===== src/hdl/sha_pkg.sv =====
// SHA-256 engine package: initial hash values, round constants, state codes.
// No dependencies.
`timescale 1ns / 1ps
`default_nettype none
package sha_pkg;

  localparam logic [7:0] PAD_BYTE = 8'h80;

  typedef logic [31:0] word_t;

  typedef enum logic [6:0] {
    ST_IDLE  = 7'b0000001,
    ST_LOAD  = 7'b0000010,
    ST_ROUND = 7'b0000100,
    ST_FOLD  = 7'b0001000,
    ST_PAD   = 7'b0010000,
    ST_EMIT  = 7'b0100000,
    ST_ERR   = 7'b1000000
  } state_t;

  function automatic word_t hash_init(input logic [2:0] i);
    word_t r;
    case (i)
      3'd0: r = 32'h6a09e667;
      3'd1: r = 32'hbb67ae85;
      3'd2: r = 32'h3c6ef372;
      3'd3: r = 32'ha54ff53a;
      3'd4: r = 32'h510e527f;
      3'd5: r = 32'h9b05688c;
      3'd6: r = 32'h1f83d9ab;
      default: r = 32'h5be0cd19;
    endcase
    return r;
  endfunction

  localparam word_t ROUND_K [64] = '{
    32'h428a2f98, 32'h71374491, 32'hb5c0fbcf, 32'he9b5dba5,
    32'h3956c25b, 32'h59f111f1, 32'h923f82a4, 32'hab1c5ed5,
    32'hd807aa98, 32'h12835b01, 32'h243185be, 32'h550c7dc3,
    32'h72be5d74, 32'h80deb1fe, 32'h9bdc06a7, 32'hc19bf174,
    32'he49b69c1, 32'hefbe4786, 32'h0fc19dc6, 32'h240ca1cc,
    32'h2de92c6f, 32'h4a7484aa, 32'h5cb0a9dc, 32'h76f988da,
    32'h983e5152, 32'ha831c66d, 32'hb00327c8, 32'hbf597fc7,
    32'hc6e00bf3, 32'hd5a79147, 32'h06ca6351, 32'h14292967,
    32'h27b70a85, 32'h2e1b2138, 32'h4d2c6dfc, 32'h53380d13,
    32'h650a7354, 32'h766a0abb, 32'h81c2c92e, 32'h92722c85,
    32'ha2bfe8a1, 32'ha81a664b, 32'hc24b8b70, 32'hc76c51a3,
    32'hd192e819, 32'hd6990624, 32'hf40e3585, 32'h106aa070,
    32'h19a4c116, 32'h1e376c08, 32'h2748774c, 32'h34b0bcb5,
    32'h391c0cb3, 32'h4ed8aa4a, 32'h5b9cca4f, 32'h682e6ff3,
    32'h748f82ee, 32'h78a5636f, 32'h84c87814, 32'h8cc70208,
    32'h90befffa, 32'ha4506ceb, 32'hbef9a3f7, 32'hc67178f2
  };

endpackage
`default_nettype wire


===== src/hdl/sha_if.sv =====
// Valid/ready channel interfaces for the SHA-256 engine.
// Depends on nothing.
`timescale 1ns / 1ps
`default_nettype none
interface sha_in_if;
  logic       valid;
  logic       ready;
  logic       kind;
  logic [7:0] data_byte;
  modport source (output valid, kind, data_byte, input ready);
  modport sink (input valid, kind, data_byte, output ready);
endinterface

interface sha_out_if;
  logic        valid;
  logic        ready;
  logic [31:0] digest_word;
  logic        last_word;
  logic        error;
  modport source (output valid, digest_word, last_word, error, input ready);
  modport sink (input valid, digest_word, last_word, error, output ready);
endinterface
`default_nettype wire


===== src/hdl/sha256_hash_engine.sv =====
// SHA-256 engine top level: byte packer, sequencer, hash state, output.
// Uses sha_pkg, sha_if, sha_ram, sha_round.
// Input: bytes are taken only in the idle state; the 64th byte starts a
// compression (64 rounds on one shared round unit, a 16-word schedule
// window, a fold). Finish: 1 or 2 compressions plus padding, then 8 output
// transfers. Sync reset restores the initial hash.
`timescale 1ns / 1ps
`default_nettype none
module sha256_hash_engine (
  input wire logic clk,
  input wire logic rst,
  sha_in_if.sink   in_ch,
  sha_out_if.source out_ch
);
  sha_pkg::state_t state;
  sha_pkg::word_t  hash [8];
  sha_pkg::word_t  v [8];
  sha_pkg::word_t  v_nx [8];
  sha_pkg::word_t  win [16];
  sha_pkg::word_t  w_new, w_cur;
  logic [5:0]  fill_count;
  logic [63:0] bit_length;
  logic        length_error;
  logic [6:0]  round;
  logic        finishing, second;
  logic [2:0]  emit_idx;
  logic        ram_we;
  logic [3:0]  ram_addr;
  sha_pkg::word_t ram_wdata, ram_rdata, wacc;
  logic [5:0]  pad_pos;

  // block words are packed into a 16-word RAM; rounds read it in sequence
  sha_ram #(.WIDTH(32), .DEPTH(16)) u_blk (
    .clk(clk), .we(ram_we), .addr(ram_addr), .wdata(ram_wdata), .rdata(ram_rdata)
  );

  assign w_cur = (round < 7'd16) ? ram_rdata : w_new;

  sha_round u_rnd (
    .v_in(v), .k(sha_pkg::ROUND_K[round[5:0]]), .w(w_cur), .v_out(v_nx),
    .w2(win[14]), .w7(win[9]), .w15(win[1]), .w16(win[0]), .w_new(w_new)
  );

  // pad byte at pad_pos for the finish path
  logic [7:0] pad_byte;
  always_comb begin
    if (!second && pad_pos == fill_count) pad_byte = sha_pkg::PAD_BYTE;
    else if (pad_pos >= 6'd56 && (second || fill_count < 6'd56))
      pad_byte = bit_length[8*(6'd63 - pad_pos) +: 8];
    else pad_byte = 8'h00;
  end

  logic [5:0] wpos;
  logic [7:0] wbyte;
  always_comb begin
    wpos = (state == sha_pkg::ST_PAD) ? pad_pos : fill_count;
    wbyte = (state == sha_pkg::ST_PAD) ? pad_byte : in_ch.data_byte;
    ram_wdata = {wacc[23:0], wbyte};
    ram_we = ((state == sha_pkg::ST_IDLE && in_ch.valid && !in_ch.kind &&
               !length_error && bit_length <= 64'hFFFF_FFFF_FFFF_FFF7) ||
              state == sha_pkg::ST_PAD) && wpos[1:0] == 2'd3;
    if (state == sha_pkg::ST_LOAD || state == sha_pkg::ST_ROUND)
      ram_addr = (state == sha_pkg::ST_LOAD) ? 4'd0 : 4'(round + 7'd1);
    else ram_addr = wpos[5:2];
  end

  assign in_ch.ready = (state == sha_pkg::ST_IDLE);
  assign out_ch.valid = (state == sha_pkg::ST_EMIT) || (state == sha_pkg::ST_ERR);
  assign out_ch.digest_word = (state == sha_pkg::ST_ERR) ? 32'd0 : hash[emit_idx];
  assign out_ch.last_word = (state == sha_pkg::ST_ERR) || (emit_idx == 3'd7);
  assign out_ch.error = (state == sha_pkg::ST_ERR);

  always_ff @(posedge clk) begin
    if (rst) begin
      state <= sha_pkg::ST_IDLE;
      for (int i = 0; i < 8; i++) hash[i] <= sha_pkg::hash_init(3'(i));
      fill_count <= '0;
      bit_length <= '0;
      length_error <= 1'b0;
      finishing <= 1'b0;
      second <= 1'b0;
      emit_idx <= '0;
      round <= '0;
      pad_pos <= '0;
    end else begin
      case (state)
        sha_pkg::ST_IDLE: begin
          if (in_ch.valid) begin
            if (in_ch.kind) begin
              if (length_error) state <= sha_pkg::ST_ERR;
              else begin
                state <= sha_pkg::ST_PAD;
                finishing <= 1'b1;
                second <= 1'b0;
                pad_pos <= fill_count;
              end
            end else if (!length_error) begin
              if (bit_length > 64'hFFFF_FFFF_FFFF_FFF7) length_error <= 1'b1;
              else begin
                wacc <= ram_wdata;
                bit_length <= bit_length + 64'd8;
                fill_count <= fill_count + 6'd1;
                if (fill_count == 6'd63) begin
                  state <= sha_pkg::ST_LOAD;
                  finishing <= 1'b0;
                end
              end
            end
          end
        end
        sha_pkg::ST_PAD: begin
          wacc <= ram_wdata;
          pad_pos <= pad_pos + 6'd1;
          if (pad_pos == 6'd63) state <= sha_pkg::ST_LOAD;
        end
        sha_pkg::ST_LOAD: begin
          for (int i = 0; i < 8; i++) v[i] <= hash[i];
          round <= '0;
          state <= sha_pkg::ST_ROUND;
        end
        sha_pkg::ST_ROUND: begin
          for (int i = 0; i < 8; i++) v[i] <= v_nx[i];
          for (int i = 0; i < 15; i++) win[i] <= win[i+1];
          win[15] <= w_cur;
          round <= round + 7'd1;
          if (round == 7'd63) state <= sha_pkg::ST_FOLD;
        end
        sha_pkg::ST_FOLD: begin
          for (int i = 0; i < 8; i++) hash[i] <= hash[i] + v[i];
          if (!finishing) state <= sha_pkg::ST_IDLE;
          else if (!second && fill_count >= 6'd56) begin
            second <= 1'b1;
            pad_pos <= '0;
            wacc <= '0;
            state <= sha_pkg::ST_PAD;
          end else begin
            emit_idx <= '0;
            state <= sha_pkg::ST_EMIT;
          end
        end
        sha_pkg::ST_EMIT: begin
          if (out_ch.ready) begin
            emit_idx <= emit_idx + 3'd1;
            if (emit_idx == 3'd7) begin
              state <= sha_pkg::ST_IDLE;
              for (int i = 0; i < 8; i++) hash[i] <= sha_pkg::hash_init(3'(i));
              fill_count <= '0;
              bit_length <= '0;
              finishing <= 1'b0;
            end
          end
        end
        sha_pkg::ST_ERR: begin
          if (out_ch.ready) begin
            state <= sha_pkg::ST_IDLE;
            for (int i = 0; i < 8; i++) hash[i] <= sha_pkg::hash_init(3'(i));
            fill_count <= '0;
            bit_length <= '0;
            length_error <= 1'b0;
          end
        end
        default: state <= sha_pkg::ST_IDLE;
      endcase
    end
  end
endmodule
`default_nettype wire


===== src/hdl/sha_ram.sv =====
// Generic single-port RAM with registered read.
// No dependencies.
`timescale 1ns / 1ps
`default_nettype none
module sha_ram #(
  parameter int WIDTH = 32,
  parameter int DEPTH = 16
) (
  input  wire logic                     clk,
  input  wire logic                     we,
  input  wire logic [$clog2(DEPTH)-1:0] addr,
  input  wire logic [WIDTH-1:0]         wdata,
  output logic      [WIDTH-1:0]         rdata
);
  logic [WIDTH-1:0] mem [DEPTH];
  always_ff @(posedge clk) begin
    if (we) mem[addr] <= wdata;
    rdata <= mem[addr];
  end
endmodule
`default_nettype wire


===== src/hdl/sha_round.sv =====
// One SHA-256 round: working-variable update and schedule word expansion.
// Uses sha_pkg.
`timescale 1ns / 1ps
`default_nettype none
module sha_round (
  input  wire sha_pkg::word_t v_in  [8],
  input  wire sha_pkg::word_t k,
  input  wire sha_pkg::word_t w,
  output sha_pkg::word_t      v_out [8],
  input  wire sha_pkg::word_t w2,
  input  wire sha_pkg::word_t w7,
  input  wire sha_pkg::word_t w15,
  input  wire sha_pkg::word_t w16,
  output sha_pkg::word_t      w_new
);
  sha_pkg::word_t s1, ch, t1, s0, mj, g0, g1;
  always_comb begin
    s1 = {v_in[4][5:0], v_in[4][31:6]} ^ {v_in[4][10:0], v_in[4][31:11]}
       ^ {v_in[4][24:0], v_in[4][31:25]};
    ch = (v_in[4] & v_in[5]) ^ (~v_in[4] & v_in[6]);
    t1 = v_in[7] + s1 + ch + k + w;
    s0 = {v_in[0][1:0], v_in[0][31:2]} ^ {v_in[0][12:0], v_in[0][31:13]}
       ^ {v_in[0][21:0], v_in[0][31:22]};
    mj = (v_in[0] & v_in[1]) ^ (v_in[0] & v_in[2]) ^ (v_in[1] & v_in[2]);
    v_out[7] = v_in[6];
    v_out[6] = v_in[5];
    v_out[5] = v_in[4];
    v_out[4] = v_in[3] + t1;
    v_out[3] = v_in[2];
    v_out[2] = v_in[1];
    v_out[1] = v_in[0];
    v_out[0] = t1 + s0 + mj;
    g1 = {w2[16:0], w2[31:17]} ^ {w2[18:0], w2[31:19]} ^ (w2 >> 10);
    g0 = {w15[6:0], w15[31:7]} ^ {w15[17:0], w15[31:18]} ^ (w15 >> 3);
    w_new = g1 + w7 + g0 + w16;
  end
endmodule
`default_nettype wire


===== src/flat_wrapper.sv =====
// flat-port wrapper written by rule: the top's interface ports become plain ports
module sha256_hash_engine_flat 
  (clk, rst, in_ch_valid, in_ch_kind, in_ch_data_byte, in_ch_ready, out_ch_valid, out_ch_digest_word, out_ch_last_word, out_ch_error, out_ch_ready);
  sha_in_if in_ch_i ();
  sha_out_if out_ch_i ();
  input wire logic clk;
  input wire logic rst;
  input wire logic [$bits(in_ch_i.valid)-1:0] in_ch_valid;
  input wire logic [$bits(in_ch_i.kind)-1:0] in_ch_kind;
  input wire logic [$bits(in_ch_i.data_byte)-1:0] in_ch_data_byte;
  output wire logic [$bits(in_ch_i.ready)-1:0] in_ch_ready;
  output wire logic [$bits(out_ch_i.valid)-1:0] out_ch_valid;
  output wire logic [$bits(out_ch_i.digest_word)-1:0] out_ch_digest_word;
  output wire logic [$bits(out_ch_i.last_word)-1:0] out_ch_last_word;
  output wire logic [$bits(out_ch_i.error)-1:0] out_ch_error;
  input wire logic [$bits(out_ch_i.ready)-1:0] out_ch_ready;
  assign in_ch_i.valid = in_ch_valid;
  assign in_ch_i.kind = in_ch_kind;
  assign in_ch_i.data_byte = in_ch_data_byte;
  assign in_ch_ready = in_ch_i.ready;
  assign out_ch_valid = out_ch_i.valid;
  assign out_ch_digest_word = out_ch_i.digest_word;
  assign out_ch_last_word = out_ch_i.last_word;
  assign out_ch_error = out_ch_i.error;
  assign out_ch_i.ready = out_ch_ready;
  sha256_hash_engine u_core (.clk(clk), .rst(rst), .in_ch(in_ch_i), .out_ch(out_ch_i));
endmodule

===== config.mk =====
export PLATFORM = sky130hd
export DESIGN_NAME = sha256_hash_engine_flat
export DESIGN_NICKNAME = d
export VERILOG_FILES = /design/src/hdl/sha_pkg.sv /design/src/hdl/sha_if.sv /design/src/hdl/sha256_hash_engine.sv /design/src/hdl/sha_ram.sv /design/src/hdl/sha_round.sv /design/src/flat_wrapper.sv
export SDC_FILE = /design/constraint.sdc
export NUM_CORES = 2
export LEC_CHECK = 0
export BUFFER_PORTS_ARGS = -buffer_cell sky130_fd_sc_hd__buf_2
export CAP_MARGIN = 40
export CORE_ASPECT_RATIO = 1.1
export CORE_MARGIN = 2
export CORE_UTILIZATION = 69
export CTS_BUF_LIST = sky130_fd_sc_hd__clkbuf_8 sky130_fd_sc_hd__clkbuf_16
export DETAILED_ROUTE_END_ITERATION = 10
export PLACE_DENSITY_LB_ADDON = 0.15
export SETUP_SLACK_MARGIN = 0.05
export SYNTH_ARGS = -nofsm -noshare
export SYNTH_HDL_FRONTEND = slang
export SYNTH_SLANG_ARGS = --single-unit

===== constraint.sdc =====
create_clock -name clk -period 75.6 [get_ports clk]
set_input_delay 7.56 -clock clk [delete_from_list [all_inputs] [get_ports clk]]
set_output_delay 7.56 -clock clk [all_outputs]
set_load 0.005 [all_outputs]

After elaboration in Yosys (flattened, before gate mapping)
Memories as Yosys holds them, arrays and structs flattened. A register that Yosys moved wholly into a read port is not among the register bits.
Index checks and enable logic that the tools add are counted.
{"block": "totals", "ff_bits": 376, "ram_bits": 1280, "mem_bits_ro": 2048, "in_bits": 13, "out_inout_bits": 36, "wordCells": 347, "mem_count": 4}
{"block": "classes", "add_sub_neg": 24, "n_lt_le_gt_ge": 7, "eq_ne": 29, "n_shift": 1, "n_mux": 189, "bitwise_logic": 43, "reduce_logical": 32}
{"memory": "(no name shown)", "depth": 64, "width": 32, "rd": 1, "rd_clocked_by_memory_dff": 0, "wr": 0, "line_no": "sha256_hash_engine.sv:40", "rtl": ".v_in(v), .k(sha_pkg::ROUND_K[round[5:0]]), .w(w_cur), .v_out(v_nx),"}
{"memory": "u_core.u_blk.mem", "depth": 16, "width": 32, "rd": 1, "rd_clocked_by_memory_dff": 1, "wr": 1, "line_no": "sha_ram.sv:15", "rtl": "logic [WIDTH-1:0] mem [DEPTH];"}
{"memory": "u_core.win", "depth": 16, "width": 32, "rd": 16, "rd_clocked_by_memory_dff": 0, "wr": 16, "line_no": "sha256_hash_engine.sv:19", "rtl": "sha_pkg::word_t win [16];"}
{"memory": "u_core.hash", "depth": 8, "width": 32, "rd": 9, "rd_clocked_by_memory_dff": 1, "wr": 8, "line_no": "sha256_hash_engine.sv:16", "rtl": "sha_pkg::word_t hash [8];"}
{"op": "two-way mux 32 bit", "n": 92}
{"op": "adder 32 bit", "n": 18}
{"op": "case mux 256 bit (2 select lines)", "n": 1}
{"op": "two-way mux 64 bit", "n": 7}
{"op": "bitwise XOR 32 bit", "n": 9}
{"op": "case mux 64 bit (3 select lines)", "n": 1}
{"op": "AND 32 bit", "n": 5}
{"op": "two-way mux 24 bit", "n": 6}
{"op": "two-way mux 6 bit", "n": 14}
{"op": "two-way mux 7 bit", "n": 12}
{"op": "case mux 24 bit (3 select lines)", "n": 1}
{"op": "adder 64 x 4 -> 64 bit, second input constant", "n": 1}
{"op": "greater-than comparator 64 bit, second input constant", "n": 1}
{"op": "<= comparator 64 bit, second input constant", "n": 1}
{"op": "variable part select 64 x 33 -> 8 bit", "n": 1}
{"op": "case mux 7 bit (7 select lines)", "n": 1}
{"op": "two-way mux 1 bit", "n": 37}
{"op": "case mux 6 bit (3 select lines)", "n": 2}
{"op": "NOT 32 bit", "n": 1}
{"op": "bitwise XOR 32 x 22 -> 32 bit", "n": 1}
{"op": "bitwise XOR 32 x 29 -> 32 bit", "n": 1}
{"op": "two-way mux 8 bit", "n": 3}
{"op": "OR 1 bit", "n": 24}
{"op": "inequality test 2 bit, second input constant", "n": 10}
{"op": "other kinds (40)", "n": 75}

Depth between registers and ports, before layout
{"block": "depth", "depth_word": 11, "depth_mapped": 47, "depth_no_buf": 47}

Hierarchy
Synthesis repeated with hierarchy kept, for this count alone.
{"block": "unflattened", "cells_unflattened": 8261, "hier_area_um2": 93773.7}
{"module": "sha256_hash_engine", "n_inst": 1, "cells_per_inst": 5490, "area_per_inst_um2": 58484.8, "seq_area_each_um2": 31790.5}
{"module": "sha_ram", "n_inst": 1, "cells_per_inst": 840, "area_per_inst_um2": 19862.8, "seq_area_each_um2": 16015.4}
{"module": "sha_round", "n_inst": 1, "cells_per_inst": 1931, "area_per_inst_um2": 15426.0, "seq_area_each_um2": 0.0}

Worst setup path after synthesis
OpenSTA, ideal clock, no wires.
{"block": "synth_path", "path_kind": "input -> register", "startpoint": "in rst", "endpoint": "mem u_core.win[0][0] in the netlist's numbering, enable pin", "setup_time_ns": 1.402, "arrival_ns": 29.172, "required_time_ns": 74.198, "path_slack_ns": 45.026, "stages": 3, "path_cell_list": "clkbuf_1 clkbuf_1 nor2_1"}
{"element": "start: declaration", "line_no": "flat_wrapper.sv:7", "rtl": "input wire logic rst;"}
{"element": "end: declaration", "line_no": "sha256_hash_engine.sv:19"}

==> results.txt <==
distinct cell type count of the synthesized netlist: 94
pin slew with the least headroom to its limit: 1.19 ns
Floorplan Core Area: 0.132 mm^2
Worst Reg-to-Reg Cells: 46
sequential-to-total area share from yosys stat: 52.2%
slew margin rel.: 20.7%
H-Tree Level Count: 4
Iteration-0 DRC Markers: 10000
critical path fanouts, max: 6
cell seen most often among critical-path stages: fa_1
Synth Area in Simple Gates: 12.2%
most frequent cells after synthesis: nand2_1 (1401), edfxtp_1 (1400), a21oi_1 (559)
classification of the worst-slack hold path: flop to flop
Setup crit start: u_core.win[7][12]
hold-fix buffers at CTS: 0
Synth area leader: edfxtp_1
reg-to-reg startpoint: u_core.win[7][12]
Post-Syn Instances: 8325
min-delay src: u_core.win[4][23]
largest family of logic cells by synthesized area: compound AO/OA/AOI/OAI gates
clock group share of total power: 32.0%
time the worst path needs with I/O delays and setup: 11.89 ns
static leakage: 0.0367 uW
number of buffers created by CTS: 167
routed via count divided by cell count: 6.77
Final GP Congestion: 1.02
portion of total power attributed to sequential cells: 39.8%
buffers inserted by post-CTS timing repair: 0
multiplexer fraction of the synthesized cell area: 3.05%
global-route usage over all layers: 41.2%
Post-synth EDFFs: 1400
synth warn: 0
adder-cell share of the synthesized area: 9.99%
Sink Count: 1688
Post-DRT Antenna Nets: 0
GR peak layer: met2
most frequently used cell type in the post-synthesis netlist: nand2_1
Combinational Power Share: 28.2%
CP endpoint kind: flop
synthesized flop and latch total: 1688
Final Max Tran Viols: 0
Top FF cell, synth: edfxtp_1
Clock Pin Slew Worst Setup and Hold Paths: 0.07 ns
GRT overflow: 0
Arr. time, crit path: 12.40 ns
internal power consumption: 1800 uW
total of buffers placed on input and output ports: 48
vias in the first global route: 65800
starting density of the core: 69.3%
number of top-level design ports: 49
met1 track demand over resource: 54.6%
cell type group with the largest total delay on the critical path: compound AO/OA/AOI/OAI gates
setup repair after global routing missed its margin: no
Routed Wire Length: 279000 um
final clock period utilization by the worst path: 15.7%
Placed Instances: 9828
cell area after technology mapping: 0.0915 mm^2
Layout Skew: 0.0527 ns
number of standard cells in the final layout excluding fillers: 10100
wire length of the first global-routing pass: 414000 um
DRC Markers: 0
Synth Area per Inst: 11.0 um^2
Sw Ratio: 32.5%
proportion of synthesized flip-flops having asynchronous set or reset: 0%
Routed WL per cell: 27.5 um
worst path required time: 76.11 ns
Layout Nets: 8826
worst hold path cell count: 0
most area-consuming cells after synthesis: edfxtp_1 (46%), dfxtp_1 (6.3%), nand2_1 (5.7%)
CTS root buf: clkbuf_16
Die W: 351 um
final-report hold violation count: 0
achievable frequency: 84.1 MHz
row count: 140
total negative setup slack: 0 ns
XOR/XNOR share of the synthesized area: 5.87%
kind of start point of the critical path: flop
buffers and inverters on the worst path: 4
Placement Setup Slack: 64.21 ns
number of vias after detailed routing: 68700
Area Growth Syn to Fin: 8.37%
class of the most critical setup path: flop to flop
syn_nets: 8929
CP max stage cell: fa_1
biggest cell delay along the critical path: 0.57 ns
share of the synthesized area in the top cell type: 45.9%
first-pass detailed-route iteration total: 8
buffer depth of the longest clock path: 3
# setup viols final: 0
fraction of layout instances using a drive strength above 1: 7.30%
number of max-cap violations: 0
insertion delay of the later-clocked pin in the worst-skew pair: 0.83 ns
area enclosed by the die boundary: 0.136 mm^2
pwr/cell area: 26.9 mW/mm^2
final worst setup slack: 63.71 ns
met3 routing resource usage after global routing: 7.43%
clock tree from TritonCTS: done
worst-case vdd ir drop: 0.0243 mV
switching power total: 865 uW
antenna violations before repair: 8
met2 capacity usage during global routing: 63.9%
post_cts resized: 0
Chip Height: 386 um
half-perimeter wire length after detailed placement: 190000 um
post-synthesis compound-gate area fraction: 13.4%
maximum number of pins on one net before global-route repair: 220
number of cells on the critical path: 46
run status: complete, no violations
## flip-flops by register name, indices dropped and copies added, names as in the netlist, named ones only
name and flops:
u_core.second 1, u_core.v 256, u_core.bit_length 61, u_core.state 7, u_core.pad_pos 6, u_core.emit_idx 3
u_core.u_blk.mem 512, u_core.length_error 1, u_core.u_blk.rdata 32, u_core.hash 256, u_core.win 512, u_core.fill_count 6
u_core.wacc 24, u_core.round 7, u_core.finishing 1
## metal layers
| layer | routed length, um | vias up |
|---|---|---|
| li1 | - | 29800 |
| met1 | 103000 | 33300 |
| met2 | 127000 | 4717 |
| met3 | 29600 | 913 |
| met4 | 20000 | 10 |
| met5 | 65 | - |
## cells by family (layout without fill, tap and decap cells)
group,after synthesis,in the layout
xor gates and xnor gates,613,613
buffers and inverters,798,839
DFF,1688,1688
and+or+nand+nor,2524,2524
adders and majority gates,619,619
muxes,175,175
other,0,5
AOI/OAI and AO/OA,1908,1908
## layout make-up
type,instances,area [um^2]
flip-flops and latches,1688,47800
multi-input cells,5839,40900
fillers,8534,32900
clock buffers,187,4480
well taps,1775,2220
inverters,379,1430
clock inverters,126,1160
repair buffers,147,1140
diodes,5,12.5
## worst paths after layout
| kind | end | slack (ns) |
|---|---|---|
| min | u_core.win[3][55] | 0.41 |
| max | u_core.v[253] | 63.71 |
| max reg2reg | u_core.v[253] | 63.71 |
| min reg2reg | u_core.win[3][55] | 0.41 |
## power groups by stage
stage	Clock, uW	Combinational [uW]	Sequential, uW
6_report	852	752	1060
5_1_grt	889	819	1060
4_1_cts	854	735	1060
3_5_place_dp	0	726	1080
3_3_place_gp	0	720	1080
2_1_floorplan	0	542	1070
## cell usage in the layout, fill, tap and decap left out, types with 121 or more instances in the layout
master and n:
edfxtp_1 1400, nand2_1 1399, a21oi_1 559, inv_1 413, xnor2_1 397, ha_1 396, nor2_1 394, o21ai_0 369
dfxtp_1 281, a211oi_1 219, xor2_1 216, fa_1 195, and2_1 171, clkbuf_16 169, a21o_1 158, a31oi_1 121
## per-stage QoR
step,utilization (%),hold slack (ns),cell area (um^2),power (uW)
after detailed placement,70.8,0.405,93500,1800
after global placement,70.7,0.400,93300,1800
after global routing,75.1,0.413,99100,2770
final,75.1,0.407,99200,2660
after floorplan,-,0.400,91500,1610
after CTS,75.1,0.403,99100,2650
(Power assumes the default switching activity.)
